## config.mk

```make
export PLATFORM = sky130hd
export DESIGN_NAME = ocp_ctrl
export DESIGN_NICKNAME = d
export VERILOG_FILES = /design/src/rtl/core/ocp_pkg.sv /design/src/rtl/core/ocp_ctrl.sv
export SDC_FILE = /design/constraint.sdc
export NUM_CORES = 1
export LEC_CHECK = 0
export BUFFER_PORTS_ARGS = -buffer_cell sky130_fd_sc_hd__buf_4
export CAP_MARGIN = 10
export CORE_MARGIN = 4
export CORE_UTILIZATION = 42
export DETAILED_ROUTE_END_ITERATION = 8
export RECOVER_POWER = 25
export SLEW_MARGIN = 0
export SYNTH_ARGS = -nofsm -noshare
export SYNTH_HDL_FRONTEND = slang
export SYNTH_SLANG_ARGS = --single-unit
```

## constraint.sdc

```tcl
create_clock -name clk -period 2.69 [get_ports clk]
set_input_delay 0.538 -clock clk [delete_from_list [all_inputs] [get_ports clk]]
set_output_delay 0.538 -clock clk [all_outputs]
set_load 0.02 [all_outputs]
```

## src/rtl/core/ocp_pkg.sv

```systemverilog
// Orbit camera placement: shared constants, types and the CORDIC arctan table.
// No dependencies; every file of the block but ocp_if imports this package.
package ocp_pkg;

	localparam int CORDIC_STEPS = 16;
	localparam int CNT_W = ($clog2(CORDIC_STEPS) > 4) ? $clog2(CORDIC_STEPS) : 4;

	localparam longint PITCH_LIMIT = 5832704;
	localparam longint DEG90 = 5898240;
	localparam longint DEG180 = 11796480;
	localparam longint DEG360 = 23592960;
	localparam longint RAD_PER_DEG_Q32 = 74961321;
	localparam longint CORDIC_GAIN = 652032874;
	localparam int WRAP_TOP = 8;
	localparam longint WRAP_BIAS = DEG360 * 256;

	typedef enum logic [2:0] {
		REG_PITCH_ANGLE    = 3'd0,
		REG_TURN_RATE      = 3'd1,
		REG_ZOOM_RATE      = 3'd2,
		REG_RADIUS_FLOOR   = 3'd3,
		REG_RADIUS_CEILING = 3'd4,
		REG_INPUT_ENABLE   = 3'd5,
		REG_START_YAW      = 3'd6,
		REG_START_RADIUS   = 3'd7
	} reg_idx_t;

	typedef enum logic [4:0] {
		ST_IDLE, ST_MUL_LD, ST_MUL_LR, ST_MUL_ZD, ST_MUL_ZR, ST_RAD, ST_WRAP,
		ST_CLAMP, ST_PINIT, ST_PROT, ST_YINIT, ST_YROT, ST_FIN_RC, ST_FIN_Y,
		ST_FIN_X, ST_FIN_Z, ST_COMMIT, ST_OUT
	} state_t;

	typedef enum logic [3:0] {
		MUL_NONE, MUL_LOOK_DT, MUL_STEP_TURN, MUL_ZOOM_DT, MUL_STEP_ZOOM,
		MUL_PITCH_RAD, MUL_YAW_RAD, MUL_R_CP, MUL_R_SP, MUL_RC_SY, MUL_RC_CY
	} mul_sel_t;

	typedef enum logic [3:0] {
		OP_NONE, OP_LOAD, OP_YAW_STEP, OP_RAD_STEP, OP_WRAP, OP_CLAMP, OP_PINIT,
		OP_YINIT, OP_ROTATE, OP_TAKE_RC, OP_TAKE_Y, OP_TAKE_X, OP_TAKE_Z
	} op_t;

	typedef struct packed {
		logic             in_ready;
		logic             out_load;
		op_t              op;
		mul_sel_t         mul;
		logic [CNT_W-1:0] cnt;
	} cmd_t;

	typedef struct packed {
		logic in_valid;
		logic active;
		logic integ;
		logic out_free;
	} status_t;

	typedef struct packed {
		logic signed [23:0] pitch_angle;
		logic signed [31:0] turn_rate;
		logic signed [31:0] zoom_rate;
		logic [30:0]        radius_floor;
		logic [30:0]        radius_ceiling;
		logic               input_enable;
		logic signed [24:0] yaw_now;
		logic [30:0]        radius_now;
		logic [31:0]        placed;
	} cfg_t;

	typedef struct packed {
		logic               valid;
		logic signed [24:0] yaw;
		logic [30:0]        radius;
		logic signed [23:0] pitch;
	} commit_t;

	function automatic logic [31:0] atan_lut(input logic [4:0] i);
		logic [31:0] v;
		case (i)
			5'd0: v = 32'h3243F6A8;
			5'd1: v = 32'h1DAC6705;
			5'd2: v = 32'h0FADBAFC;
			5'd3: v = 32'h07F56EA6;
			5'd4: v = 32'h03FEAB76;
			5'd5: v = 32'h01FFD55B;
			5'd6: v = 32'h00FFFAAA;
			5'd7: v = 32'h007FFF55;
			5'd8: v = 32'h003FFFEA;
			5'd9: v = 32'h001FFFFD;
			5'd10: v = 32'h000FFFFF;
			5'd11: v = 32'h0007FFFF;
			5'd12: v = 32'h0003FFFF;
			5'd13: v = 32'h0001FFFF;
			5'd14: v = 32'h0000FFFF;
			5'd15: v = 32'h00007FFF;
			5'd16: v = 32'h00003FFF;
			5'd17: v = 32'h00001FFF;
			5'd18: v = 32'h00000FFF;
			5'd19: v = 32'h000007FF;
			5'd20: v = 32'h000003FF;
			5'd21: v = 32'h000001FF;
			5'd22: v = 32'h000000FF;
			5'd23: v = 32'h0000007F;
			5'd24: v = 32'h0000003F;
			5'd25: v = 32'h0000001F;
			5'd26: v = 32'h0000000F;
			5'd27: v = 32'h00000008;
			5'd28: v = 32'h00000004;
			5'd29: v = 32'h00000002;
			5'd30: v = 32'h00000001;
			default: v = 32'h00000000;
		endcase
		return v;
	endfunction

endpackage

```

## src/rtl/core/ocp_ctrl.sv

```systemverilog
// Orbit camera placement: sequencing state machine.
// Depends on ocp_pkg; drives ocp_dp through cmd_t and reads status_t.
module ocp_ctrl (
	input  logic             clk,
	input  logic             arst_n,
	input  ocp_pkg::status_t status,
	output ocp_pkg::cmd_t    cmd
);
	import ocp_pkg::*;

	state_t           state_q;
	state_t           state_d;
	logic [CNT_W-1:0] cnt_q;
	logic             cnt_last;

	assign cnt_last = (cnt_q == CNT_W'(CORDIC_STEPS - 1));

	always_comb begin
		state_d = state_q;
		case (state_q)
			ST_IDLE: begin
				if (status.in_valid && status.active) begin
					state_d = status.integ ? ST_MUL_LD : ST_CLAMP;
				end
			end
			ST_MUL_LD: state_d = ST_MUL_LR;
			ST_MUL_LR: state_d = ST_MUL_ZD;
			ST_MUL_ZD: state_d = ST_MUL_ZR;
			ST_MUL_ZR: state_d = ST_RAD;
			ST_RAD: state_d = ST_WRAP;
			ST_WRAP: if (cnt_q == '0) state_d = ST_CLAMP;
			ST_CLAMP: state_d = ST_PINIT;
			ST_PINIT: state_d = ST_PROT;
			ST_PROT: if (cnt_last) state_d = ST_YINIT;
			ST_YINIT: state_d = ST_YROT;
			ST_YROT: if (cnt_last) state_d = ST_FIN_RC;
			ST_FIN_RC: state_d = ST_FIN_Y;
			ST_FIN_Y: state_d = ST_FIN_X;
			ST_FIN_X: state_d = ST_FIN_Z;
			ST_FIN_Z: state_d = ST_COMMIT;
			ST_COMMIT: state_d = ST_OUT;
			ST_OUT: if (status.out_free) state_d = ST_IDLE;
			default: state_d = ST_IDLE;
		endcase
	end

	always_comb begin
		cmd = '0;
		cmd.op = OP_NONE;
		cmd.mul = MUL_NONE;
		cmd.cnt = cnt_q;
		case (state_q)
			ST_IDLE: begin
				cmd.in_ready = 1'b1;
				if (status.in_valid) cmd.op = OP_LOAD;
			end
			ST_MUL_LD: cmd.mul = MUL_LOOK_DT;
			ST_MUL_LR: cmd.mul = MUL_STEP_TURN;
			ST_MUL_ZD: begin
				cmd.op = OP_YAW_STEP;
				cmd.mul = MUL_ZOOM_DT;
			end
			ST_MUL_ZR: cmd.mul = MUL_STEP_ZOOM;
			ST_RAD: cmd.op = OP_RAD_STEP;
			ST_WRAP: cmd.op = OP_WRAP;
			ST_CLAMP: begin
				cmd.op = OP_CLAMP;
				cmd.mul = MUL_PITCH_RAD;
			end
			ST_PINIT: begin
				cmd.op = OP_PINIT;
				cmd.mul = MUL_YAW_RAD;
			end
			ST_PROT: cmd.op = OP_ROTATE;
			ST_YINIT: cmd.op = OP_YINIT;
			ST_YROT: cmd.op = OP_ROTATE;
			ST_FIN_RC: cmd.mul = MUL_R_CP;
			ST_FIN_Y: begin
				cmd.op = OP_TAKE_RC;
				cmd.mul = MUL_R_SP;
			end
			ST_FIN_X: begin
				cmd.op = OP_TAKE_Y;
				cmd.mul = MUL_RC_SY;
			end
			ST_FIN_Z: begin
				cmd.op = OP_TAKE_X;
				cmd.mul = MUL_RC_CY;
			end
			ST_COMMIT: cmd.op = OP_TAKE_Z;
			ST_OUT: cmd.out_load = status.out_free;
			default: ;
		endcase
	end

	always_ff @(posedge clk or negedge arst_n) begin
		if (!arst_n) begin
			state_q <= ST_IDLE;
			cnt_q <= '0;
		end else begin
			state_q <= state_d;
			case (state_q)
				ST_RAD: cnt_q <= CNT_W'(WRAP_TOP);
				ST_WRAP: cnt_q <= cnt_q - 1'b1;
				ST_PINIT: cnt_q <= '0;
				ST_YINIT: cnt_q <= '0;
				ST_PROT: cnt_q <= cnt_q + 1'b1;
				ST_YROT: cnt_q <= cnt_q + 1'b1;
				default: ;
			endcase
		end
	end

endmodule

```

==> flow_summary.json <==
{
  "maxCapViolCount": 0,
  "netlist_instances": 107,
  "drt-wirelength-per-cell_um": 12.7,
  "power_frac_comb_pct": 64.9,
  "seqPwrFrac_pct": 27.9,
  "synth-seq-cells": 9,
  "synthToLayoutAreaGrowth_pct": 18.8,
  "worstHoldPathType": "primary input to async pin",
  "dpl.hpwl_um": 1410,
  "fill_cells": 186,
  "fin_crit_sh_pct": 87.0,
  "clock_path_buffers": 2,
  "insertion_delay_ns": 0.26,
  "setup-violations-final": 0,
  "synth.distinct_cells": 39,
  "crit_type": "flop to output pin",
  "synth_edf_count": 0,
  "drtIter0Drc": 18,
  "setup_tns_ns": 0,
  "path_max_fanout": 17,
  "power.density_nw_per_um2": 1450,
  "antenna_cells": 0,
  "synth_flop_cell": "dfrtp_1",
  "die_h_um": 52.7,
  "grt_pass1_wl_um": 3120,
  "internal-power_mw": 0.706,
  "io_buffers": 19,
  "drt-total-wl_um": 1870,
  "critPathRequiredTime_ns": 2.15,
  "rsz0062_at_grt": "no",
  "grt_pass1_vias": 709,
  "hold_slack_ns": 0.193,
  "synth.cell_area_sq_um": 841,
  "finalMaxSlewViolations": 0,
  "startpoint_type": "flop",
  "synthArstFlopShare_pct": 100,
  "drtPass1Iterations": 4,
  "vias": 812,
  "ys.warnings.count": 0,
  "overflow": 0,
  "io_pins": 20,
  "grt_max_degree": 26,
  "numCtsBuffers": 3,
  "tightest_slew_ns": 0.750,
  "vdd.ir_drop.worst_mv": 0.602,
  "switching_power_mw": 0.740,
  "die-area_sq_um": 2780,
  "cts-resized-gates": 0,
  "regArea_sq_um": 225,
  "start_util_pct": 46.7,
  "hold_viol": 0,
  "slew_headroom_pct": 50.0,
  "track_usage_pct": 15.0,
  "ys_seq_area_share_pct": 26.8,
  "fp.coreArea_sq_um": 1800,
  "min_period_ns": 2.34,
  "switching_share_pct": 51.2,
  "gp_congestion": 0.768,
  "final_common_cell": "buf_4",
  "clock_sinks": 9,
  "cts_htree_levels": 1,
  "drc": 0,
  "cts_tree": "built",
  "clock.fmax_mhz": 427,
  "status": "finished, final reports clean",
  "postCtsHoldBufs": 0,
  "postCtsSetupBuffers": 0,
  "clkTransAtPathRegs_ns": 0.06,
  "clockPowerShare_pct": 7.2,
  "die_w_um": 52.7,
  "crit_arrival_ns": 1.80,
  "drive_above_1_share_pct": 23.8,
  "cp-end-kind": "output pin",
  "ff2ff_setup_slack_ns": 0.64,
  "fin_skew_ns": 0.00661,
  "via_per_inst": 5.52,
  "layout_common_cells": "buf_4 (20), a21oi_1 (15), nor2_1 (10)",
  "syn_nets": 114,
  "root_buffer": "clkbuf_4",
  "antenna_found_initial": 0,
  "nets": 130,
  "multiInputGateArea_sq_um": 549,
  "postRouteAntennaNets": 0,
  "fp-row-count": 15,
  "synth_area_per_cell_sq_um": 7.86,
  "leakagePower_nw": 0.451
}
-- path summary, 6_finish.rpt --
check	from	end	cells after the start
max	state_q[1]$_DFFE_PN0P_	cmd[8]	5
min	arst_n	state_q[1]$_DFFE_PN0P_	1
max reg2reg	state_q[0]$_DFFE_PN0P_	cnt_q[2]$_DFFE_PN0P_	7
min reg2reg	cnt_q[3]$_DFFE_PN0P_	cnt_q[3]$_DFFE_PN0P_	1
max in group asynchronous	arst_n	state_q[3]$_DFFE_PN0P_	1
min in group clk	status[1]	state_q[2]$_DFFE_PN0P_	4
-- cell families after synthesis --
logic type	Yosys count	share of synthesized area, %
muxes	4	5.06
adders and majority gates	1	1.49
AOI/OAI and AO/OA	37	27.2
and+or+nand+nor	39	27.4
DFF	9	26.8
buffers and inverters	13	7.89
xor gates and xnor gates	4	4.17
-- power by group through the flow --
stage | logic (mW) | registers [mW] | clock network, mW
final | 0.939 | 0.404 | 0.104
after global routing | 1.04 | 0.429 | 0.117
after CTS | 0.947 | 0.401 | 0.110
after detailed placement | 0.941 | 0.405 | 0
after global placement | 0.938 | 0.403 | 0
after floorplan | 0.783 | 0.298 | 0
-- state kept, by name (all words and copies together), names as in the netlist --
register	cells
state_q	5
cnt_q	4
-- routing by layer --
metal | vias up | track usage (%) | part of all wire (%)
li1 | 422 | - | -
met1 | 359 | 20.9 | 48
met2 | 29 | 21.5 | 44
met3 | 2 | 6.55 | 7.3
met4 | 0 | 2.13 | 0.64
met5 | - | 0 | 0
-- critical path, cell delays in order, from the launching register on --
cell and delay, ns:
dfrtp_1 0.56, nor2_1 0.26, nand2_1 0.10, a211o_1 0.30
a21oi_1 0.15, buf_4 0.16
-- per-stage QoR --
step	util (%)	total power [mW]	setup slack [ns]	cell area [sq um]	cells
after floorplan	-	1.08	0.697	841	107
after global placement	54.1	1.34	0.648	975	143
after detailed placement	54.1	1.35	0.646	975	143
after CTS	55.6	1.46	0.343	1000	147
after global routing	55.4	1.58	0.195	998	147
final	55.4	1.45	0.350	998	147
-- layout make-up --
cell class	instances	area share [%]
clock buffers	3	2.26
clock inverters	1	0.501
inverters	3	1.13
multi-input cells	85	55.0
flip-flops and latches	9	22.6
well taps	25	3.13
repair buffers	21	15.4
-- Yosys cell counts (all sizes together) (3+ instances only) --
master  number  area (sq um)
a21oi       16          83.8
buf         10          55.1
nor2        10          37.5
o21ai       10          50.1
dfrtp        9           225
nand2        8          30.0
nor3         4          20.0
inv          3          11.3
nand3b       3          22.5
xor2         3          26.3
(Power assumes the default switching activity.)
