`src/rtl/core/ocp_pkg.sv`:
```
// Orbit camera placement: shared constants, types and the CORDIC arctan table.
// No dependencies; every file of the block but ocp_if imports this package.
package ocp_pkg;

	localparam int CORDIC_STEPS = 16;
	localparam int CNT_W = ($clog2(CORDIC_STEPS) > 4) ? $clog2(CORDIC_STEPS) : 4;

	localparam longint PITCH_LIMIT = 5832704;
	localparam longint DEG90 = 5898240;
	localparam longint DEG180 = 11796480;
	localparam longint DEG360 = 23592960;
	localparam longint RAD_PER_DEG_Q32 = 74961321;
	localparam longint CORDIC_GAIN = 652032874;
	localparam int WRAP_TOP = 8;
	localparam longint WRAP_BIAS = DEG360 * 256;

	typedef enum logic [2:0] {
		REG_PITCH_ANGLE    = 3'd0,
		REG_TURN_RATE      = 3'd1,
		REG_ZOOM_RATE      = 3'd2,
		REG_RADIUS_FLOOR   = 3'd3,
		REG_RADIUS_CEILING = 3'd4,
		REG_INPUT_ENABLE   = 3'd5,
		REG_START_YAW      = 3'd6,
		REG_START_RADIUS   = 3'd7
	} reg_idx_t;

	typedef enum logic [4:0] {
		ST_IDLE, ST_MUL_LD, ST_MUL_LR, ST_MUL_ZD, ST_MUL_ZR, ST_RAD, ST_WRAP,
		ST_CLAMP, ST_PINIT, ST_PROT, ST_YINIT, ST_YROT, ST_FIN_RC, ST_FIN_Y,
		ST_FIN_X, ST_FIN_Z, ST_COMMIT, ST_OUT
	} state_t;

	typedef enum logic [3:0] {
		MUL_NONE, MUL_LOOK_DT, MUL_STEP_TURN, MUL_ZOOM_DT, MUL_STEP_ZOOM,
		MUL_PITCH_RAD, MUL_YAW_RAD, MUL_R_CP, MUL_R_SP, MUL_RC_SY, MUL_RC_CY
	} mul_sel_t;

	typedef enum logic [3:0] {
		OP_NONE, OP_LOAD, OP_YAW_STEP, OP_RAD_STEP, OP_WRAP, OP_CLAMP, OP_PINIT,
		OP_YINIT, OP_ROTATE, OP_TAKE_RC, OP_TAKE_Y, OP_TAKE_X, OP_TAKE_Z
	} op_t;

	typedef struct packed {
		logic             in_ready;
		logic             out_load;
		op_t              op;
		mul_sel_t         mul;
		logic [CNT_W-1:0] cnt;
	} cmd_t;

	typedef struct packed {
		logic in_valid;
		logic active;
		logic integ;
		logic out_free;
	} status_t;

	typedef struct packed {
		logic signed [23:0] pitch_angle;
		logic signed [31:0] turn_rate;
		logic signed [31:0] zoom_rate;
		logic [30:0]        radius_floor;
		logic [30:0]        radius_ceiling;
		logic               input_enable;
		logic signed [24:0] yaw_now;
		logic [30:0]        radius_now;
		logic [31:0]        placed;
	} cfg_t;

	typedef struct packed {
		logic               valid;
		logic signed [24:0] yaw;
		logic [30:0]        radius;
		logic signed [23:0] pitch;
	} commit_t;

	function automatic logic [31:0] atan_lut(input logic [4:0] i);
		logic [31:0] v;
		case (i)
			5'd0: v = 32'h3243F6A8;
			5'd1: v = 32'h1DAC6705;
			5'd2: v = 32'h0FADBAFC;
			5'd3: v = 32'h07F56EA6;
			5'd4: v = 32'h03FEAB76;
			5'd5: v = 32'h01FFD55B;
			5'd6: v = 32'h00FFFAAA;
			5'd7: v = 32'h007FFF55;
			5'd8: v = 32'h003FFFEA;
			5'd9: v = 32'h001FFFFD;
			5'd10: v = 32'h000FFFFF;
			5'd11: v = 32'h0007FFFF;
			5'd12: v = 32'h0003FFFF;
			5'd13: v = 32'h0001FFFF;
			5'd14: v = 32'h0000FFFF;
			5'd15: v = 32'h00007FFF;
			5'd16: v = 32'h00003FFF;
			5'd17: v = 32'h00001FFF;
			5'd18: v = 32'h00000FFF;
			5'd19: v = 32'h000007FF;
			5'd20: v = 32'h000003FF;
			5'd21: v = 32'h000001FF;
			5'd22: v = 32'h000000FF;
			5'd23: v = 32'h0000007F;
			5'd24: v = 32'h0000003F;
			5'd25: v = 32'h0000001F;
			5'd26: v = 32'h0000000F;
			5'd27: v = 32'h00000008;
			5'd28: v = 32'h00000004;
			5'd29: v = 32'h00000002;
			5'd30: v = 32'h00000001;
			default: v = 32'h00000000;
		endcase
		return v;
	endfunction

endpackage

```
`src/rtl/core/ocp_regs.sv`:
```
// Orbit camera placement: APB register file plus the persistent orbit state.
// Depends on ocp_pkg; takes commits from ocp_dp.
module ocp_regs (
	input  logic             clk,
	input  logic             arst_n,
	input  logic             psel,
	input  logic             penable,
	input  logic             pwrite,
	input  logic [4:0]       paddr,
	input  logic [31:0]      pwdata,
	output logic [31:0]      prdata,
	output logic             pready,
	input  ocp_pkg::commit_t commit,
	output ocp_pkg::cfg_t    cfg
);
	import ocp_pkg::*;

	logic signed [23:0] pitch_q;
	logic signed [31:0] turn_q;
	logic signed [31:0] zoom_q;
	logic [30:0]        floor_q;
	logic [30:0]        ceil_q;
	logic               enable_q;
	logic signed [24:0] start_yaw_q;
	logic [30:0]        start_rad_q;
	logic signed [24:0] yaw_q;
	logic [30:0]        radius_q;
	logic [31:0]        placed_q;
	logic               wr;
	reg_idx_t           idx;
	logic signed [26:0] yaw_t;
	logic signed [26:0] yaw_w;

	assign pready = 1'b1;
	assign wr = psel && penable && pwrite;
	assign idx = reg_idx_t'(paddr[4:2]);

	// bring a start yaw into [-180,180)
	always_comb begin
		yaw_t = 27'(signed'(pwdata[24:0])) + 27'(DEG180);
		if (yaw_t < 0) begin
			yaw_w = yaw_t + 27'(DEG360) - 27'(DEG180);
		end else if (yaw_t >= 27'(DEG360)) begin
			yaw_w = yaw_t - 27'(DEG360) - 27'(DEG180);
		end else begin
			yaw_w = yaw_t - 27'(DEG180);
		end
	end

	always_ff @(posedge clk or negedge arst_n) begin
		if (!arst_n) begin
			pitch_q <= 24'sd1310720;
			turn_q <= 32'sd5898240;
			zoom_q <= 32'sd655360;
			floor_q <= 31'd65536;
			ceil_q <= 31'd6553600;
			enable_q <= 1'b1;
			start_yaw_q <= '0;
			start_rad_q <= 31'd655360;
			yaw_q <= '0;
			radius_q <= 31'd655360;
			placed_q <= '0;
		end else if (commit.valid) begin
			pitch_q <= commit.pitch;
			yaw_q <= commit.yaw;
			radius_q <= commit.radius;
			placed_q <= placed_q + 32'd1;
		end else if (wr) begin
			case (idx)
				REG_PITCH_ANGLE: pitch_q <= pwdata[23:0];
				REG_TURN_RATE: turn_q <= pwdata;
				REG_ZOOM_RATE: zoom_q <= pwdata;
				REG_RADIUS_FLOOR: floor_q <= pwdata[30:0];
				REG_RADIUS_CEILING: ceil_q <= pwdata[30:0];
				REG_INPUT_ENABLE: enable_q <= pwdata[0];
				REG_START_YAW: begin
					start_yaw_q <= pwdata[24:0];
					yaw_q <= yaw_w[24:0];
				end
				REG_START_RADIUS: begin
					start_rad_q <= pwdata[30:0];
					radius_q <= pwdata[30:0];
				end
				default: ;
			endcase
		end
	end

	always_comb begin
		case (idx)
			REG_PITCH_ANGLE: prdata = 32'(pitch_q);
			REG_TURN_RATE: prdata = turn_q;
			REG_ZOOM_RATE: prdata = zoom_q;
			REG_RADIUS_FLOOR: prdata = {1'b0, floor_q};
			REG_RADIUS_CEILING: prdata = {1'b0, ceil_q};
			REG_INPUT_ENABLE: prdata = {31'd0, enable_q};
			REG_START_YAW: prdata = 32'(start_yaw_q);
			REG_START_RADIUS: prdata = {1'b0, start_rad_q};
			default: prdata = '0;
		endcase
	end

	assign cfg.pitch_angle = pitch_q;
	assign cfg.turn_rate = turn_q;
	assign cfg.zoom_rate = zoom_q;
	assign cfg.radius_floor = floor_q;
	assign cfg.radius_ceiling = ceil_q;
	assign cfg.input_enable = enable_q;
	assign cfg.yaw_now = yaw_q;
	assign cfg.radius_now = radius_q;
	assign cfg.placed = placed_q;

endmodule

```
`config.mk`:
```
export PLATFORM = sky130hd
export DESIGN_NAME = ocp_regs
export DESIGN_NICKNAME = d
export VERILOG_FILES = /design/src/rtl/core/ocp_pkg.sv /design/src/rtl/core/ocp_regs.sv
export SDC_FILE = /design/constraint.sdc
export NUM_CORES = 1
export LEC_CHECK = 0
export BUFFER_PORTS_ARGS = -buffer_cell sky130_fd_sc_hd__buf_2
export CORE_ASPECT_RATIO = 1.4
export CORE_MARGIN = 2
export CORE_UTILIZATION = 32
export CTS_BUF_LIST = sky130_fd_sc_hd__clkbuf_8
export DETAILED_ROUTE_END_ITERATION = 6
export SKIP_CTS_REPAIR_TIMING = 1
export SYNTH_ARGS = -nofsm -noshare
export SYNTH_HDL_FRONTEND = slang
export SYNTH_SLANG_ARGS = --single-unit
```
`constraint.sdc`:
```
create_clock -name clk -period 2.27 [get_ports clk]
set_input_delay 0.227 -clock clk [delete_from_list [all_inputs] [get_ports clk]]
set_output_delay 0.227 -clock clk [all_outputs]
set_load 0.01 [all_outputs]
```
==> summary.md <==
| Metric | Value |
|---|---|
| DP Cell Count | 2275 |
| Sink Count | 295 |
| Post-Synth Simple-Gate Area | 10.9% |
| Pwr dens | 725 nW/um^2 |
| CTS H-tree depth | 2 |
| Synth Area per Inst | 10.7 um^2 |
| Area of the multi-input gates | 6440 um^2 |
| Critical-path top delay cell | dfrtp_1 |
| CP Data Required Time | 2040 ps |
| Hold Crit Start | pwdata[11] |
| Ys async rst share | 100% |
| GPL Wtd Cong | 0.846 |
| IO Pins | 395 |
| Setup TNS | 0 ps |
| Main combinational cell family by area after synthesis | multiplexers |
| Core Util, Final | 44.5% |
| R2r endpoint | placed_q[27] |
| Max_cap viols | 0 |
| Outcome | complete, but fails checks |
| Synth cell types | 58 |
| Max-slew headroom | 52.4% |
| Port Buf Inserts | 391 |
| Clk_skew | 17.0 ps |
| Layout cells sized above 1 | 39.7% |
| Switch Pwr | 4.37 mW |
| Register share of total power | 45.2% |
| Actual slew at the worst max-slew pin | 713 ps |
| Initial Util | 32.5% |
| DP HPWL | 36.7 mm |
| Hold EP | turn_q[11] |
| Syn nets | 1466 |
| Top FF cell, synth | dfrtp_1 |
| Worst Setup Start Kind | register |
| 1st-pass router iterations | 5 |
| Core ar. | 44100 um^2 |
| Failing checks | negative hold slack |
| Post-synth top cells | dfrtp_1 (278), nand2_1 (212), mux2_2 (145) |
| Maximum fanout along the worst path | 3 |
| Hold WC Path Type | in -> reg |
| Clock transition at path regs | 60 ps |
| Total Power | 14.2 mW |
| Layout fillers | 4160 |
| Synth area leaders | dfrtp_1 (49%), mux2_2 (11%), mux2i_1 (6.6%), nand2_1 (5.6%), dfstp_2 (3.1%) |
| R2R Path Start | placed_q[8] |
| Post-DP Area | 17500 um^2 |
| Synthesis-stage register bit count | 295 |
| Number of global-route vias before repair | 12400 |
| Netlist Area Pre-Place | 14300 um^2 |
| Area grow syn2layout | 36.8% |
| Clock root buffer | clkbuf_8 |
| Worst EP arrival | 1920 ps |
| CP Cell Sequence | mux2_2 -> a221o_1 -> o21ai_0 -> a21oi_1 -> buf_2 |
| Fraction of the mapped netlist area in compound gates | 10.3% |
| Site row count | 91 |
| Drt drc | 0 |
| Fmax | 465 MHz |
| Tmin final | 2150 ps |
| Via/cell ratio | 5.08 |
| Max-slew violations | 0 |
| Routed Antenna Nets | 0 |
| Final period util | 94.6% |
| Pin count of the biggest net entering global routing | 75 |
| Crit. End Element | primary output |
| Adder-cell share of the synthesized area | 0.350% |
| Post-synthesis xor/xnor area fraction | 2.76% |
| Static leakage | 9.58 nW |
| Hold slack | -16.9 ps |
| GRT Total Usage | 22.0% |
| WHS Path Cells | 3 |
| R2R depth | 8 |
| Initial antenna violation count | 2 |
| Top-count cell post-synth | dfrtp_1 |
| Design Area, Final | 19600 um^2 |
| Switching Share | 30.8% |
| CTS tree | built |
| Synth Instances | 1339 |
| Internal | 9.83 mW |
| Seq/Total Area, Yosys | 51.7% |
| Nets | 2000 |
| Ys Warns | 0 |
| EDFF count, synth | 0 |
| Top cell type's share of synthesized area | 48.6% |
| Final Hold Fails | 1 |
| First-pass GRT wire length | 77.3 mm |
| Clock latency on the worst-skew pair | 590 ps |
| Clock Tree Buf Depth | 3 |
| Clk pwr share | 33.6% |
| Routed len/inst | 21.5 um |
| Final WL | 53.1 mm |
| Non-Filler Instances | 2471 |
| Full die area | 46500 um^2 |
| CTS buffer count | 49 |
| Peak supply drop | 0.479 mV |
| Count of final setup violators | 0 |
| DRT iter0 DRCs | 667 |
| Grt ovf | 0 |
| Post-synthesis mux area share | 20.1% |
| FF+latch area | 7400 um^2 |
| Biggest area consumer among synthesized cells | dfrtp_1 |
| R2R setup slack | 150 ps |
| Max stage delay on crit path | 410 ps |
| Die width | 183 um |
| Die height | 254 um |
| Vias | 12600 |
| Combinational power share | 21.2% |
| Crit path kind | reg -> out |
-- per-stage QoR --
| stage | setup WS, ps | hold slack [ps] |
|---|---|---|
| CTS | 55.8 | -375 |
| global route | -6.06 | 1.34 |
| floorplan | 8.60 | -68.6 |
| finish | 122 | -16.9 |
| detailed placement | -200 | 276 |
| global placement | -136 | 264 |
-- final cells by class --
cell class / count / area share (%)
Clock buffer: 60 / 4.22
Tap cell: 558 / 3.56
Clock inverter: 30 / 0.792
Multi-Input combinational cell: 909 / 32.9
Inverter: 22 / 0.422
Sequential cell: 295 / 37.8
Antenna cell: 1 / 0.0128
Timing Repair Buffer: 596 / 20.3
-- cell families (layout without fill, tap and decap cells) --
family          count (synthesis)  after routing
other cells                     1              2
simple gates                  355            355
flops                         295            295
compound gates                245            245
fa+ha+maj                       4              4
mux                           261            261
xor+xnor                       43             43
buf+inv                       135            708
-- worst max-delay path by stage --
stage / start / to / depth (start not counted)
3_5_place_dp: pwdata[19] / yaw_q[24] / 11
6_report: floor_q[18] / prdata[18] / 5
3_3_place_gp: pwdata[18] / yaw_q[21] / 9
5_1_grt: placed_q[8] / placed_q[23] / 8
4_1_cts: floor_q[18] / prdata[18] / 5
2_1_floorplan: pwdata[18] / yaw_q[21] / 11
-- layer usage --
metal,GRT usage (%),part of all wire [%],up-vias
met5,0,0.025,-
met4,9.54,4.1,2
met3,4.14,5.3,120
met2,38.1,50,430
met1,26.6,40,6235
li1,-,-,5766
-- sequential cells by signal (all words and copies together), names as in the netlist --
| signal | cells |
|---|---|
| ceil_q | 31 |
| enable_q | 1 |
| floor_q | 31 |
| pitch_q | 24 |
| placed_q | 32 |
| radius_q | 31 |
| start_rad_q | 31 |
| start_yaw_q | 25 |
| turn_q | 32 |
| yaw_q | 25 |
| zoom_q | 32 |
-- cells in the final DEF, fill, tap and decap left out, types with 6 or more instances in the layout --
master / synthesis / layout
a21oi_1: 41 / 41
xnor2_1: 30 / 30
mux2_1: 17 / 17
inv_1: 19 / 37
nand3_1: 14 / 14
a221oi_1: 9 / 9
nand4_1: 10 / 10
and3_1: 7 / 7
nor2_1: 58 / 52
dlygate4sd3_1: 0 / 105
buf_2: 21 / 387
o22ai_1: 13 / 13
buf_4: 2 / 86
clkbuf_8: 0 / 60
clkinv_2: 0 / 9
dfstp_2: 17 / 17
xor2_1: 12 / 12
buf_12: 0 / 16
o21ai_1: 66 / 66
mux2i_1: 94 / 94
nor2b_1: 18 / 16
mux2_2: 145 / 145
a221o_1: 16 / 16
nor3_1: 10 / 6
a31oi_1: 11 / 11
o211ai_1: 6 / 6
o21ai_0: 61 / 61
dfrtp_1: 278 / 278
nand2_1: 212 / 211
-- critical path: cells and delay by family, from the launching register on --
kind | cells | cell delay, ps
flip-flops | 1 | 410
buffers and inverters | 1 | 150
multiplexers | 1 | 270
AO/OA/AOI/OAI | 3 | 500
-- power groups by stage --
stage	logic, mW	clock network, mW	registers [mW]
3_5_place_dp	2.87	0	6.50
3_3_place_gp	2.84	0	6.47
6_report	3.00	4.77	6.42
2_1_floorplan	1.25	0	6.65
4_1_cts	2.88	4.91	6.41
5_1_grt	3.26	5.14	6.51
No activity file was read; power rests on OpenSTA's default activity.
